**config.mk**
```make
export PLATFORM = sky130hd
export DESIGN_NAME = power_on_sequencer_unit_flat
export DESIGN_NICKNAME = d
export VERILOG_FILES = /design/src/hdl/pos_pkg.sv /design/src/hdl/pos_ifs.sv /design/src/hdl/pos_csr.sv /design/src/hdl/pos_core.sv /design/src/hdl/power_on_sequencer_unit.sv /design/src/flat_wrapper.sv
export VERILOG_INCLUDE_DIRS = /design/src /design/src/hdl
export SDC_FILE = /design/constraint.sdc
export NUM_CORES = 1
export LEC_CHECK = 0
export BUFFER_PORTS_ARGS = -buffer_cell sky130_fd_sc_hd__buf_2
export CAP_MARGIN = 20
export CORE_ASPECT_RATIO = 1.25
export CORE_UTILIZATION = 60
export CTS_BUF_LIST = sky130_fd_sc_hd__clkbuf_8
export DETAILED_ROUTE_END_ITERATION = 7
export PLACE_DENSITY = 0.78
export SYNTH_ARGS = -nofsm -noshare
export SYNTH_HDL_FRONTEND = slang
export SYNTH_SLANG_ARGS = --single-unit
export TNS_END_PERCENT = 20
```
**constraint.sdc**
```tcl
create_clock -name clock -period 20 [get_ports clock]
set_input_delay 1 -clock clock [delete_from_list [all_inputs] [get_ports clock]]
set_output_delay 1 -clock clock [all_outputs]
set_load 0.02 [all_outputs]
```
**src/hdl/power_on_sequencer_unit_macros.svh**
```systemverilog
// Assertion macros shared by the power-on sequencer RTL.
// Included by the files that carry concurrent assertions; no other dependencies.
`ifndef POWER_ON_SEQUENCER_UNIT_MACROS_SVH
`define POWER_ON_SEQUENCER_UNIT_MACROS_SVH

`ifndef SYNTHESIS
`define POS_ASSERT(label, clk, rst, prop, msg) \
   label: assert property (@(posedge clk) disable iff (rst) prop) else $error(msg);
`define POS_ASSERT_IMP(label, clk, rst, ante, cons, msg) \
   `POS_ASSERT(label, clk, rst, (ante) |-> (cons), msg)
`define POS_ASSERT_NEXT(label, clk, rst, ante, cons, msg) \
   `POS_ASSERT(label, clk, rst, (ante) |=> (cons), msg)
`else
`define POS_ASSERT(label, clk, rst, prop, msg)
`define POS_ASSERT_IMP(label, clk, rst, ante, cons, msg)
`define POS_ASSERT_NEXT(label, clk, rst, ante, cons, msg)
`endif

`endif

```
**src/hdl/pos_pkg.sv**
```systemverilog
// Types, register map and reset constants of the power-on sequencer.
// No dependencies; used by the request interface and every module of the block.
`default_nettype none

package pos_pkg;

   localparam int CSR_ADDR_W = 4;
   localparam int CSR_DATA_W = 32;
   localparam int TIME_W     = 64;
   localparam int CFG_W      = 32;

   typedef logic [1:0] reg_index_type;

   localparam reg_index_type REG_PSU_SETTLE   = 2'd0;
   localparam reg_index_type REG_SWITCH_PULSE = 2'd1;
   localparam reg_index_type REG_DEBOUNCE     = 2'd2;
   localparam reg_index_type REG_OFF_CONFIRM  = 2'd3;

   localparam logic [CFG_W-1:0] PSU_SETTLE_RESET   = 32'd1000000;
   localparam logic [CFG_W-1:0] SWITCH_PULSE_RESET = 32'd300000;
   localparam logic [CFG_W-1:0] DEBOUNCE_RESET     = 32'd30000;
   localparam logic [CFG_W-1:0] OFF_CONFIRM_RESET  = 32'd3000000;

   typedef enum logic [1:0] {
      PHASE_IDLE   = 2'd0,
      PHASE_SETTLE = 2'd1,
      PHASE_PULSE  = 2'd2
   } phase_type;

   typedef struct packed {
      logic [CFG_W-1:0] psu_settle_time;
      logic [CFG_W-1:0] switch_pulse_time;
      logic [CFG_W-1:0] debounce_time;
      logic [CFG_W-1:0] off_confirm_time;
   } cfg_type;

   typedef struct packed {
      logic [TIME_W-1:0] now_us;
      logic              rail_present;
      logic              link_connected;
      logic              button_level;
   } item_type;

   typedef struct packed {
      logic      psu_enable;
      logic      switch_pressed;
      logic      disconnect_request;
      phase_type phase;
   } result_type;

endpackage

`default_nettype wire

```
**src/hdl/pos_ifs.sv**
```systemverilog
// Valid/ready channel interfaces for poll items and result items.
// Depends on pos_pkg for the field widths.
`default_nettype none

interface pos_req_if;
   logic                        valid;
   logic                        ready;
   logic [pos_pkg::TIME_W-1:0]  now_us;
   logic                        rail_present;
   logic                        link_connected;
   logic                        button_level;

   modport source (output valid, now_us, rail_present, link_connected, button_level,
                   input ready);
   modport sink (input valid, now_us, rail_present, link_connected, button_level,
                 output ready);
endinterface

interface pos_rsp_if;
   logic       valid;
   logic       ready;
   logic       psu_enable;
   logic       switch_pressed;
   logic       disconnect_request;
   logic [1:0] phase;

   modport source (output valid, psu_enable, switch_pressed, disconnect_request, phase,
                   input ready);
   modport sink (input valid, psu_enable, switch_pressed, disconnect_request, phase,
                 output ready);
endinterface

`default_nettype wire

```
**src/hdl/pos_csr.sv**
```systemverilog
// APB-style configuration registers of the power-on sequencer.
// Depends on pos_pkg for the register map and reset values.
`default_nettype none

module pos_csr (
   input  logic                            clock,
   input  logic                            reset,
   input  logic                            csr_psel,
   input  logic                            csr_penable,
   input  logic                            csr_pwrite,
   input  logic [pos_pkg::CSR_ADDR_W-1:0]  csr_paddr,
   input  logic [pos_pkg::CSR_DATA_W-1:0]  csr_pwdata,
   output logic [pos_pkg::CSR_DATA_W-1:0]  csr_prdata,
   output logic                            csr_pready,
   output pos_pkg::cfg_type                cfg
);
   import pos_pkg::*;

   cfg_type       cfg_ff;
   cfg_type       cfg_in;
   reg_index_type reg_index;
   logic          wr_en;

   assign reg_index  = csr_paddr[3:2];
   assign wr_en      = csr_psel && csr_penable && csr_pwrite;
   assign csr_pready = 1'b1;
   assign cfg        = cfg_ff;

   always_comb begin
      cfg_in = cfg_ff;
      if (wr_en) begin
         case (reg_index)
            REG_PSU_SETTLE:   cfg_in.psu_settle_time   = csr_pwdata;
            REG_SWITCH_PULSE: cfg_in.switch_pulse_time = csr_pwdata;
            REG_DEBOUNCE:     cfg_in.debounce_time     = csr_pwdata;
            REG_OFF_CONFIRM:  cfg_in.off_confirm_time  = csr_pwdata;
            default:          cfg_in = cfg_ff;
         endcase
      end
   end

   always_comb begin
      case (reg_index)
         REG_PSU_SETTLE:   csr_prdata = cfg_ff.psu_settle_time;
         REG_SWITCH_PULSE: csr_prdata = cfg_ff.switch_pulse_time;
         REG_DEBOUNCE:     csr_prdata = cfg_ff.debounce_time;
         REG_OFF_CONFIRM:  csr_prdata = cfg_ff.off_confirm_time;
         default:          csr_prdata = '0;
      endcase
   end

   always_ff @(posedge clock) begin
      if (reset) begin
         cfg_ff.psu_settle_time   <= PSU_SETTLE_RESET;
         cfg_ff.switch_pulse_time <= SWITCH_PULSE_RESET;
         cfg_ff.debounce_time     <= DEBOUNCE_RESET;
         cfg_ff.off_confirm_time  <= OFF_CONFIRM_RESET;
      end else begin
         cfg_ff <= cfg_in;
      end
   end

endmodule

`default_nettype wire

```
**src/hdl/pos_core.sv**
```systemverilog
// Sequencer state and the single-pass update applied to each poll item.
// Depends on pos_pkg and the assertion macros header.
`default_nettype none
`include "power_on_sequencer_unit_macros.svh"

module pos_core (
   input  logic                clock,
   input  logic                reset,
   input  logic                step_en,
   input  pos_pkg::item_type   item,
   input  pos_pkg::cfg_type    cfg,
   output pos_pkg::result_type result
);
   import pos_pkg::*;

   phase_type         phase_ff, phase_in;
   logic [TIME_W-1:0] phase_start_ff, phase_start_in;
   logic              psu_drive_ff, psu_drive_in;
   logic              switch_drive_ff, switch_drive_in;
   logic              prev_link_ff, prev_link_in;
   logic              prev_rail_ff, prev_rail_in;
   logic              rail_seen_on_ff, rail_seen_on_in;
   logic [TIME_W-1:0] rail_absent_start_ff, rail_absent_start_in;
   logic              button_stable_ff, button_stable_in;
   logic              button_last_raw_ff, button_last_raw_in;
   logic [TIME_W-1:0] button_change_time_ff, button_change_time_in;
   logic              started_ff, started_in;

   logic              pressed;
   logic              rail;
   logic              link;
   logic [TIME_W-1:0] now;
   logic              disc;
   logic              press_edge;
   logic              link_edge;

   function automatic logic reached(input logic [TIME_W-1:0] t_now,
                                    input logic [TIME_W-1:0] t_start,
                                    input logic [CFG_W-1:0]  limit);
      logic [TIME_W-1:0] delta;
      delta = t_now - t_start;
      return delta >= {{(TIME_W-CFG_W){1'b0}}, limit};
   endfunction

   assign now       = item.now_us;
   assign rail      = item.rail_present;
   assign link      = item.link_connected;
   assign pressed   = ~item.button_level;
   assign link_edge = link && !prev_link_ff;

   always_comb begin
      phase_in              = phase_ff;
      phase_start_in        = phase_start_ff;
      psu_drive_in          = psu_drive_ff;
      switch_drive_in       = switch_drive_ff;
      prev_link_in          = prev_link_ff;
      prev_rail_in          = prev_rail_ff;
      rail_seen_on_in       = rail_seen_on_ff;
      rail_absent_start_in  = rail_absent_start_ff;
      button_stable_in      = button_stable_ff;
      button_last_raw_in    = button_last_raw_ff;
      button_change_time_in = button_change_time_ff;
      started_in            = 1'b1;
      disc                  = 1'b0;
      press_edge            = 1'b0;

      if (!started_ff) begin
         phase_in              = PHASE_IDLE;
         psu_drive_in          = 1'b0;
         switch_drive_in       = 1'b0;
         prev_link_in          = link;
         prev_rail_in          = rail;
         rail_seen_on_in       = 1'b0;
         rail_absent_start_in  = now;
         button_stable_in      = 1'b0;
         button_last_raw_in    = pressed;
         button_change_time_in = now;
      end else begin
         case (phase_ff)
            PHASE_SETTLE: begin
               if (reached(now, phase_start_ff, cfg.psu_settle_time)) begin
                  switch_drive_in = 1'b1;
                  phase_start_in  = now;
                  phase_in        = PHASE_PULSE;
               end
            end
            PHASE_PULSE: begin
               if (reached(now, phase_start_ff, cfg.switch_pulse_time)) begin
                  switch_drive_in = 1'b0;
                  phase_in        = PHASE_IDLE;
               end
            end
            default: begin
               if (link) begin
                  if (rail) begin
                     rail_seen_on_in = 1'b1;
                  end else if (prev_rail_ff) begin
                     rail_absent_start_in = now;
                  end
                  if (rail_seen_on_in && !rail &&
                      reached(now, rail_absent_start_in, cfg.off_confirm_time)) begin
                     disc            = 1'b1;
                     rail_seen_on_in = 1'b0;
                  end
               end else begin
                  rail_seen_on_in = 1'b0;
               end
               prev_rail_in = rail;
               prev_link_in = link;

               button_last_raw_in = pressed;
               if (pressed != button_last_raw_ff) begin
                  button_change_time_in = now;
               end
               if (reached(now, button_change_time_in, cfg.debounce_time) &&
                   pressed != button_stable_ff) begin
                  button_stable_in = pressed;
                  press_edge       = pressed;
               end

               if ((link_edge || press_edge) && !rail) begin
                  psu_drive_in   = 1'b1;
                  phase_start_in = now;
                  phase_in       = PHASE_SETTLE;
               end
            end
         endcase
      end
   end

   assign result.psu_enable         = psu_drive_in;
   assign result.switch_pressed     = switch_drive_in;
   assign result.disconnect_request = disc;
   assign result.phase              = phase_in;

   always_ff @(posedge clock) begin
      if (reset) begin
         started_ff       <= 1'b0;
         phase_ff         <= PHASE_IDLE;
         psu_drive_ff     <= 1'b0;
         switch_drive_ff  <= 1'b0;
         rail_seen_on_ff  <= 1'b0;
         button_stable_ff <= 1'b0;
      end else if (step_en) begin
         started_ff       <= started_in;
         phase_ff         <= phase_in;
         psu_drive_ff     <= psu_drive_in;
         switch_drive_ff  <= switch_drive_in;
         rail_seen_on_ff  <= rail_seen_on_in;
         button_stable_ff <= button_stable_in;
      end
   end

   always_ff @(posedge clock) begin
      if (step_en) begin
         phase_start_ff        <= phase_start_in;
         prev_link_ff          <= prev_link_in;
         prev_rail_ff          <= prev_rail_in;
         rail_absent_start_ff  <= rail_absent_start_in;
         button_last_raw_ff    <= button_last_raw_in;
         button_change_time_ff <= button_change_time_in;
      end
   end

   `POS_ASSERT(a_switch_matches_phase, clock, reset, switch_drive_ff == (phase_ff == PHASE_PULSE), "Switch drive is out of step with the phase.")
   `POS_ASSERT_IMP(a_psu_during_sequence, clock, reset, phase_ff != PHASE_IDLE, psu_drive_ff, "PSU is off while a sequence runs.")
   `POS_ASSERT_NEXT(a_first_item_latches, clock, reset, step_en && !started_ff, started_ff && (phase_ff == PHASE_IDLE) && !psu_drive_ff, "First item did not leave the sequencer idle.")

endmodule

`default_nettype wire

```
**src/hdl/power_on_sequencer_unit.sv**
```systemverilog
// Power-on sequencer top level: input register, update logic, result register.
// A poll item is captured in the input register when accepted; the update logic
// runs on it when the result register is free or being taken, and the result
// register then holds its result item until taken. One item per cycle while the
// result port does not stall; the next item sees the state that the last one left.
// Reset clears the sequencer state and restores the register defaults; the
// first item after reset only latches levels and timestamps.
`default_nettype none

module power_on_sequencer_unit (
   input  logic                            clock,
   input  logic                            reset,
   pos_req_if.sink                         req_port,
   pos_rsp_if.source                       rsp_port,
   input  logic                            csr_psel,
   input  logic                            csr_penable,
   input  logic                            csr_pwrite,
   input  logic [pos_pkg::CSR_ADDR_W-1:0]  csr_paddr,
   input  logic [pos_pkg::CSR_DATA_W-1:0]  csr_pwdata,
   output logic [pos_pkg::CSR_DATA_W-1:0]  csr_prdata,
   output logic                            csr_pready
);
   import pos_pkg::*;

   cfg_type    cfg;
   item_type   item_ff;
   logic       in_valid_ff, in_valid_in;
   result_type result;
   result_type result_ff;
   logic       rsp_valid_ff, rsp_valid_in;
   logic       advance;
   logic       req_accept;

   pos_csr u_csr (
      .clock       (clock),
      .reset       (reset),
      .csr_psel    (csr_psel),
      .csr_penable (csr_penable),
      .csr_pwrite  (csr_pwrite),
      .csr_paddr   (csr_paddr),
      .csr_pwdata  (csr_pwdata),
      .csr_prdata  (csr_prdata),
      .csr_pready  (csr_pready),
      .cfg         (cfg)
   );

   pos_core u_core (
      .clock   (clock),
      .reset   (reset),
      .step_en (advance),
      .item    (item_ff),
      .cfg     (cfg),
      .result  (result)
   );

   assign advance        = in_valid_ff && (!rsp_valid_ff || rsp_port.ready);
   assign req_port.ready = !in_valid_ff || advance;
   assign req_accept     = req_port.valid && req_port.ready;

   assign in_valid_in  = req_accept ? 1'b1 : (advance ? 1'b0 : in_valid_ff);
   assign rsp_valid_in = advance ? 1'b1 : (rsp_port.ready ? 1'b0 : rsp_valid_ff);

   always_ff @(posedge clock) begin
      if (reset) begin
         in_valid_ff  <= 1'b0;
         rsp_valid_ff <= 1'b0;
      end else begin
         in_valid_ff  <= in_valid_in;
         rsp_valid_ff <= rsp_valid_in;
      end
   end

   always_ff @(posedge clock) begin
      if (req_accept) begin
         item_ff.now_us         <= req_port.now_us;
         item_ff.rail_present   <= req_port.rail_present;
         item_ff.link_connected <= req_port.link_connected;
         item_ff.button_level   <= req_port.button_level;
      end
      if (advance) begin
         result_ff <= result;
      end
   end

   assign rsp_port.valid              = rsp_valid_ff;
   assign rsp_port.psu_enable         = result_ff.psu_enable;
   assign rsp_port.switch_pressed     = result_ff.switch_pressed;
   assign rsp_port.disconnect_request = result_ff.disconnect_request;
   assign rsp_port.phase              = result_ff.phase;

endmodule

`default_nettype wire
```
**src/flat_wrapper.sv**
```systemverilog
// flat-port wrapper written by rule: the top's interface ports become plain ports
module power_on_sequencer_unit_flat import pos_pkg::*;
  (clock, reset, csr_psel, csr_penable, csr_pwrite, csr_paddr, csr_pwdata, csr_prdata, csr_pready, req_port_valid, req_port_now_us, req_port_rail_present, req_port_link_connected, req_port_button_level, req_port_ready, rsp_port_valid, rsp_port_psu_enable, rsp_port_switch_pressed, rsp_port_disconnect_request, rsp_port_phase, rsp_port_ready);
  pos_req_if req_port_i ();
  pos_rsp_if rsp_port_i ();
  input  logic clock;
  input  logic reset;
  input  logic csr_psel;
  input  logic csr_penable;
  input  logic csr_pwrite;
  input  logic [pos_pkg::CSR_ADDR_W-1:0] csr_paddr;
  input  logic [pos_pkg::CSR_DATA_W-1:0] csr_pwdata;
  output logic [pos_pkg::CSR_DATA_W-1:0] csr_prdata;
  output logic csr_pready;
  input wire logic [$bits(req_port_i.valid)-1:0] req_port_valid;
  input wire logic [$bits(req_port_i.now_us)-1:0] req_port_now_us;
  input wire logic [$bits(req_port_i.rail_present)-1:0] req_port_rail_present;
  input wire logic [$bits(req_port_i.link_connected)-1:0] req_port_link_connected;
  input wire logic [$bits(req_port_i.button_level)-1:0] req_port_button_level;
  output wire logic [$bits(req_port_i.ready)-1:0] req_port_ready;
  output wire logic [$bits(rsp_port_i.valid)-1:0] rsp_port_valid;
  output wire logic [$bits(rsp_port_i.psu_enable)-1:0] rsp_port_psu_enable;
  output wire logic [$bits(rsp_port_i.switch_pressed)-1:0] rsp_port_switch_pressed;
  output wire logic [$bits(rsp_port_i.disconnect_request)-1:0] rsp_port_disconnect_request;
  output wire logic [$bits(rsp_port_i.phase)-1:0] rsp_port_phase;
  input wire logic [$bits(rsp_port_i.ready)-1:0] rsp_port_ready;
  assign req_port_i.valid = req_port_valid;
  assign req_port_i.now_us = req_port_now_us;
  assign req_port_i.rail_present = req_port_rail_present;
  assign req_port_i.link_connected = req_port_link_connected;
  assign req_port_i.button_level = req_port_button_level;
  assign req_port_ready = req_port_i.ready;
  assign rsp_port_valid = rsp_port_i.valid;
  assign rsp_port_psu_enable = rsp_port_i.psu_enable;
  assign rsp_port_switch_pressed = rsp_port_i.switch_pressed;
  assign rsp_port_disconnect_request = rsp_port_i.disconnect_request;
  assign rsp_port_phase = rsp_port_i.phase;
  assign rsp_port_i.ready = rsp_port_ready;
  power_on_sequencer_unit u_core (.clock(clock), .reset(reset), .req_port(req_port_i), .rsp_port(rsp_port_i), .csr_psel(csr_psel), .csr_penable(csr_penable), .csr_pwrite(csr_pwrite), .csr_paddr(csr_paddr), .csr_pwdata(csr_pwdata), .csr_prdata(csr_prdata), .csr_pready(csr_pready));
endmodule
```
==> impl_metrics.json, run 1 <==
{
  "status": "finished clean",
  "comb_power_share_pct": 31.8,
  "reg2reg_slack_ps": 11320,
  "viasPerCell": 6.431,
  "power.density_nw_per_um2": 71.76,
  "synth_fa_ha_area_share_pct": 11.84,
  "slew_viol_final": 0,
  "multi_input_area_um2": 20770,
  "cts_setup_buffers": 0,
  "worstMarginPinSlew_ps": 1068,
  "clk_pin_slew_ps": 60,
  "core_um2": 54770,
  "yosys.area.top_type_share_pct": 24.11,
  "layout.nets": 4393,
  "p_int_mw": 1.646,
  "placed_area_um2": 34390,
  "grt_pass1_wl_um": 167700,
  "cp.depth": 26,
  "seq_area_um2": 10760,
  "dpl_worst_slack_ps": 11640,
  "fin_util_pct": 65.41,
  "syn_inst": 3927,
  "setup_ws_ps": 11320,
  "yosysUniqueCellTypes": 104,
  "cts_resized": 0,
  "grt_max_degree": 77,
  "fmax_ghz": 0.1152,
  "synth_edf_count": 267,
  "gp_congestion": 1.044,
  "ys_ff_latch": 404,
  "grt_usage_pct": 39.27,
  "synth_xor_area_share_pct": 3.939,
  "netlist.top_cell.by_area": "edfxtp_1",
  "cp_slowest_cell": "nor4b_1",
  "fillers": 4866,
  "yosys.area_share.simple_pct": 16.80,
  "synth_area_leaders": "edfxtp_1 (24%), ha_1 (12%), dfxtp_1 (8.2%), a21oi_1 (7.8%), nand2_1 (5.6%)",
  "rows": 96,
  "critPathCapture": "u_core.rsp_port.disconnect_request$_SDFFCE_PP0P_",
  "cp_max_fo": 30,
  "initial_utilization_pct": 60.72,
  "p_seq_share_pct": 37.7,
  "p_switching_mw": 0.9252,
  "min_period_ps": 8682,
  "fp.dieArea_um2": 56380,
  "drive_gt1_share_pct": 9.265,
  "cts_tree": "done",
  "syn_nets": 4345,
  "synth_seq_area_share_pct": 32.36,
  "final_cells": 4767,
  "ys_warn_count": 0,
  "antenna_found_initial": 7,
  "fp.dieH_um": 265.2,
  "arrival_ps": 9110,
  "crit_path_end_kind": "flip-flop",
  "hold_slack_ps": 456.9,
  "r2r_end": "u_core.rsp_port.disconnect_request$_SDFFCE_PP0P_",
  "synth_area_per_cell_um2": 8.468,
  "startpoint_type": "flip-flop",
  "synth_top_family_by_area": "compound AO/OA/AOI/OAI gates",
  "synthFlopType": "edfxtp_1",
  "area_growth_pct": 7.732,
  "wl_um": 112000,
  "detail-route-antenna-nets": 0,
  "firstDrtPassIters": 8,
  "pwr-share-clk_pct": 30.5,
  "dp_cells": 4637,
  "power_mw": 2.571,
  "overflow": 0,
  "vdd_drop_max_mv": 0.07502,
  "cts_buffers": 70,
  "switching_share_pct": 35.99,
  "drc": 0,
  "place_hpwl_um": 86380,
  "vias": 30658,
  "critPathLaunch": "u_core.item_ff[2]$_DFFE_PP_",
  "rsz0062_at_grt": "false",
  "postCtsHoldBufs": 0,
  "setup_viol": 0,
  "leakagePower_nw": 14.26,
  "clk_path_buf_depth": 3,
  "root_buffer": "clkbuf_8",
  "muxShareOfSynthArea_pct": 6.426,
  "drt_iter0_drc": 2835,
  "path_buf_inv": 1,
  "cts-htree-levels": 3,
  "worst_r2r_path_depth": 26,
  "hold_viol": 0,
  "max_slew_margin_pct": 28.80,
  "max_stage_delay_ps": 670,
  "period_share_pct": 43.41,
  "fin_skew_ps": 38.17,
  "ys_async_sr_fraction_pct": 0,
  "final_area_um2": 35830,
  "portBuffers": 146,
  "crit-reg2reg-launch": "u_core.item_ff[2]$_DFFE_PP_",
  "crit_type": "flip-flop to flip-flop",
  "clkLatencyLatePin_ps": 700,
  "grt_pass1_vias": 28821,
  "wl_per_cell_um": 23.50,
  "synth_compound_area_share_pct": 23.27,
  "required_ps": 20430,
  "tns_ps": 0,
  "hp-class": "flip-flop to flip-flop",
  "syn-cell-area_um2": 33260,
  "dieWidth_um": 212.6,
  "ioPinCount": 150,
  "cpLargestDelayFamily": "compound AO/OA/AOI/OAI gates",
  "cts_sinks": 404,
  "cap_violations": 0
}
-- power by group through the flow --
stage | clock network (mW) | logic (mW) | registers (mW)
after detailed placement | 0 | 0.793 | 0.985
after global routing | 0.826 | 0.892 | 0.970
after global placement | 0 | 0.785 | 0.984
final | 0.785 | 0.818 | 0.968
after CTS | 0.796 | 0.799 | 0.968
after floorplan | 0 | 0.588 | 0.963
-- Yosys cell counts, types with 71 or more instances --
library cell / number
nor3_1: 71
clkbuf_1: 170
o21ai_0: 193
nand2_1: 492
nand4_1: 109
nor2_1: 259
ha_1: 306
a21oi_1: 517
a21o_1: 109
edfxtp_1: 267
inv_1: 265
xnor2_1: 88
dfxtp_1: 137
mux2i_1: 128
-- worst min path at each step --
stage	startpoint	slack, ps	cells past startpoint	to
floorplan	u_core.u_core.psu_drive_ff$_SDFFE_PP0P_	430	1	u_core.u_core.psu_drive_ff$_SDFFE_PP0P_
CTS	req_port_now_us[61]	440	1	u_core.item_ff[64]$_DFFE_PP_
global placement	u_core.u_core.psu_drive_ff$_SDFFE_PP0P_	440	1	u_core.u_core.psu_drive_ff$_SDFFE_PP0P_
detailed placement	u_core.u_core.switch_drive_ff$_SDFFE_PP0P_	450	2	u_core.u_core.switch_drive_ff$_SDFFE_PP0P_
finish	u_core.u_core.switch_drive_ff$_SDFFE_PP0P_	460	2	u_core.u_core.switch_drive_ff$_SDFFE_PP0P_
global route	req_port_now_us[36]	470	1	u_core.item_ff[39]$_DFFE_PP_
-- metal layers --
metal | up-vias | global-route usage (%) | wire length [µm]
met5 | - | 0 | 22
met4 | 4 | 32.22 | 10070
met3 | 352 | 5.596 | 7434
met2 | 1314 | 63.76 | 51560
met1 | 14367 | 46.03 | 42920
li1 | 14621 | - | -
-- final cells by class --
class                           count  share of cell area, %
Clock buffer                       74                  2.843
Sequential cell                   404                  30.04
Timing Repair Buffer              172                  2.682
Inverter                          266                  2.787
Antenna cell                        6                0.04191
Tap cell                          735                  2.567
Clock inverter                     49                  1.058
Multi-Input combinational cell   3061                  57.98
-- layout by cell type (no fill, tap or decap), types with 32 or more instances in the layout --
| cell | n |
|---|---|
| a21oi_1 | 517 |
| nand2_1 | 492 |
| ha_1 | 306 |
| inv_1 | 286 |
| edfxtp_1 | 267 |
| nor2_1 | 258 |
| o21ai_0 | 193 |
| buf_2 | 145 |
| dfxtp_1 | 136 |
| mux2i_1 | 128 |
| nand4_1 | 109 |
| a21o_1 | 109 |
| xnor2_1 | 87 |
| clkbuf_8 | 74 |
| nor3_1 | 70 |
| o211ai_1 | 62 |
| xor2_1 | 56 |
| nand2b_1 | 46 |
| nand3_1 | 45 |
| o21a_1 | 41 |
| nor2b_1 | 32 |
| a31oi_1 | 32 |
| mux4_2 | 32 |
-- flip-flops by register name (all words and copies together), names as in the netlist, 2 cells and up --
register                             cells
u_core.u_core.phase_start_ff            64
u_core.u_csr.cfg                       128
u_core.u_core.rail_absent_start_ff      64
u_core.rsp_port.phase                    2
u_core.u_core.phase_ff                   2
u_core.u_core.button_change_time_ff     64
u_core.item_ff                          67
-- worst register-to-register path, cell delays in order (launching register included) --
cell and delay, ps:
edfxtp_1 580, nor2b_4 170, buf_4 480, mux2i_1 450
ha_1 290, nor2b_1 140, o2111ai_1 250, a21oi_1 150
a211o_1 390, a31oi_1 480, o21bai_1 220, a21oi_1 240
nor3_1 100, or3_1 310, and2_1 170, ha_1 290
a21oi_1 130, nor2b_1 60, o21ai_0 380, o2111ai_1 170
a2111oi_0 420, o2111ai_1 260, a2111oi_0 540, nand4_1 220
nor4b_1 670, nand4_1 540, nor3b_1 320
-- cells by family (layout without fill, tap and decap cells) --
family | after synthesis | count (layout)
AOI/OAI and AO/OA | 1231 | 1231
and+or+nand+nor | 1195 | 1195
buffers and inverters | 462 | 561
DFF | 404 | 404
adders and majority gates | 315 | 315
muxes | 172 | 172
xor gates and xnor gates | 147 | 147
other | 1 | 7
(Power assumes the default switching activity.)
==> run 2, diff against run 1 <==
Settings changed: CORE_UTILIZATION 60 to 59, PLACE_DENSITY 0.78 to 0.8.
Clock period 20 ns to 7.4 ns, I/O delays scaled along.
==> run 2 against run 1 <==
Clock-buffer cell count is 2 lower. Final cell count is 3.0% higher. First-iteration DRC count is 9.7% higher.
==> impl_metrics.json, run 2 (synthesis results as in run 1) <==
{
  "firstDrtPassIters": 6,
  "min_period_ps": 7139,
  "period_share_pct": 96.47,
  "grt_max_degree": 100,
  "final_common_cell": "a21oi_1",
  "fillers": 4574,
  "power_mw": 7.087,
  "max_stage_delay_ps": 530,
  "vias": 32034,
  "drt_iter0_drc": 3110,
  "fin_skew_ps": 52.26,
  "wl_met2_um": 55160,
  "crit_type": "flip-flop to flip-flop",
  "grt_usage_pct": 41.33,
  "required_ps": 7860,
  "fp.dieH_um": 267.4,
  "fmax_ghz": 0.1401,
  "initial_utilization_pct": 60.19,
  "final_area_um2": 37240,
  "wl_per_cell_um": 24.62,
  "cts_sinks": 404,
  "grt_pass1_wl_um": 180500,
  "worst_r2r_path_depth": 27,
  "clk_pin_slew_ps": 70,
  "dp_cells": 4676,
  "root_buffer": "clkbuf_8",
  "r2r_end": "u_core.rsp_port.disconnect_request$_SDFFCE_PP0P_",
  "hold_depth": 2,
  "seq_area_um2": 10760,
  "drive_gt1_share_pct": 10.30,
  "routedLengthMet1_um": 45210,
  "hold_viol": 0,
  "cp_max_fo": 9,
  "portBuffers": 146,
  "startpoint_type": "flip-flop",
  "reg2reg_slack_ps": 260,
  "overflow": 0,
  "grt_pass1_vias": 30872,
  "placed_area_um2": 34700,
  "layout.nets": 4540,
  "arrival_ps": 7600,
  "place_hpwl_um": 92590,
  "worstMarginPinSlew_ps": 1036,
  "layout_common_cells": "a21oi_1 (517), nand2_1 (492), ha_1 (306), inv_1 (283), edfxtp_1 (267)",
  "final_cells": 4911,
  "viasPerCell": 6.523,
  "slew_viol_final": 0,
  "cts-htree-levels": 3,
  "vdd_drop_max_mv": 0.2184,
  "status": "finished clean",
  "wl_um": 120900,
  "crit-reg2reg-launch": "u_core.item_ff[2]$_DFFE_PP_",
  "crit_path_end_kind": "flip-flop",
  "drc": 0,
  "core_um2": 55250,
  "fp.dieArea_um2": 57320,
  "hp-class": "input port to flip-flop",
  "cts_tree": "done",
  "area_growth_pct": 11.99,
  "clk_path_buf_depth": 3,
  "detail-route-antenna-nets": 0,
  "largest_register_ffs": 128,
  "cp_slowest_cell": "edfxtp_1",
  "holdPathEnd": "u_core.u_core.switch_drive_ff$_SDFFE_PP0P_",
  "dr.max_layer_used": "met5",
  "ioPinCount": 150,
  "cts_buffers": 70,
  "rows": 96,
  "gp_congestion": 1.023,
  "cap_violations": 0,
  "hold_path_startpoint": "reset",
  "max_slew_margin_pct": 30.37,
  "leakagePower_nw": 14.92,
  "route.met3.wl_um": 8111,
  "antenna_found_initial": 4,
  "dieWidth_um": 214.4,
  "setup_viol": 0,
  "clkLatencyLatePin_ps": 710,
  "multi_input_area_um2": 20830,
  "power.density_nw_per_um2": 190.3
}
[run 2: cell types whose count changed in the layout (fill, tap and decap cells not counted), sizes merged]
cell / before / now
clkbuf: 74 / 72
buf: 172 / 217
clkinv: 13 / 22
diode: 6 / 1
dlygate4sd3: 0 / 102
clkinvlp: 3 / 2
inv: 294 / 290
[run 2: worst max path at each step]
stage	start	end	slack, ps	cells past startpoint
after floorplan	u_core.item_ff[0]$_DFFE_PP_	u_core.u_core.phase_start_ff[0]$_DFFE_PP_	60	26
after global placement	u_core.item_ff[2]$_DFFE_PP_	u_core.rsp_port.disconnect_request$_SDFFCE_PP0P_	150	25
after CTS	u_core.item_ff[2]$_DFFE_PP_	u_core.rsp_port.disconnect_request$_SDFFCE_PP0P_	90	26
after detailed placement	u_core.item_ff[2]$_DFFE_PP_	u_core.rsp_port.disconnect_request$_SDFFCE_PP0P_	-140	25
after global routing	u_core.item_ff[2]$_DFFE_PP_	u_core.u_core.rail_seen_on_ff$_SDFFE_PP0P_	-150	27
final	u_core.item_ff[2]$_DFFE_PP_	u_core.rsp_port.disconnect_request$_SDFFCE_PP0P_	260	27
[run 2: critical path, delay by kind of cell (launching register included)]
kind | cells | cell delay [ps]
compound gates | 12 | 3260
fa+ha+maj | 2 | 590
buf+inv | 2 | 340
flops | 1 | 530
mux | 1 | 340
simple gates | 10 | 1830
[run 2: area by class of cell]
cell class	instances	area share (%)
Inverter	266	2.681
Clock buffer	72	2.661
Tap cell	735	2.469
Clock inverter	53	1.088
Antenna cell	1	0.006719
Multi-Input combinational cell	3061	55.92
Timing Repair Buffer	319	6.276
Sequential cell	404	28.90
[run 2: layer usage]
metal / vias up / track usage [%]
met5: - / 0
met3: 450 / 5.327
met1: 15042 / 47.35
li1: 14899 / -
met4: 2 / 37.20
met2: 1641 / 68.00
[run 2: power by group]
part           total (mW)  switching, mW  internal, mW
clock                2.14           1.04          1.10
sequential           2.61         0.0999          2.51
combinational        2.34           1.45         0.891
[run 2: metrics by stage]
stage | hold WS [ps] | setup TNS, ps | utilization (%) | setup WS (ps)
after floorplan | 426.5 | 0 | - | 56.49
after global placement | 434.6 | 0 | 62.80 | 145.7
after detailed placement | 441.6 | -208.9 | 62.80 | -136.1
after CTS | 86.76 | 0 | 67.19 | 89.16
after global routing | 130.3 | -273.8 | 67.40 | -146.9
final | 130.1 | 0 | 67.40 | 261.2
[run 2: what timing repair did]
| action | 4_1_cts | 5_1_grt |
|---|---|---|
| buffers inserted | 1 | 6 |
| pin swaps | 1 | 1 |
| gates resized for setup | 0 | 7 |
| cloned | 0 | 0 |
| setup endpoints to repair | 2 | 53 |
| hold buffers | 102 | 0 |
| endpoints found under the hold margin | 196 | 0 |
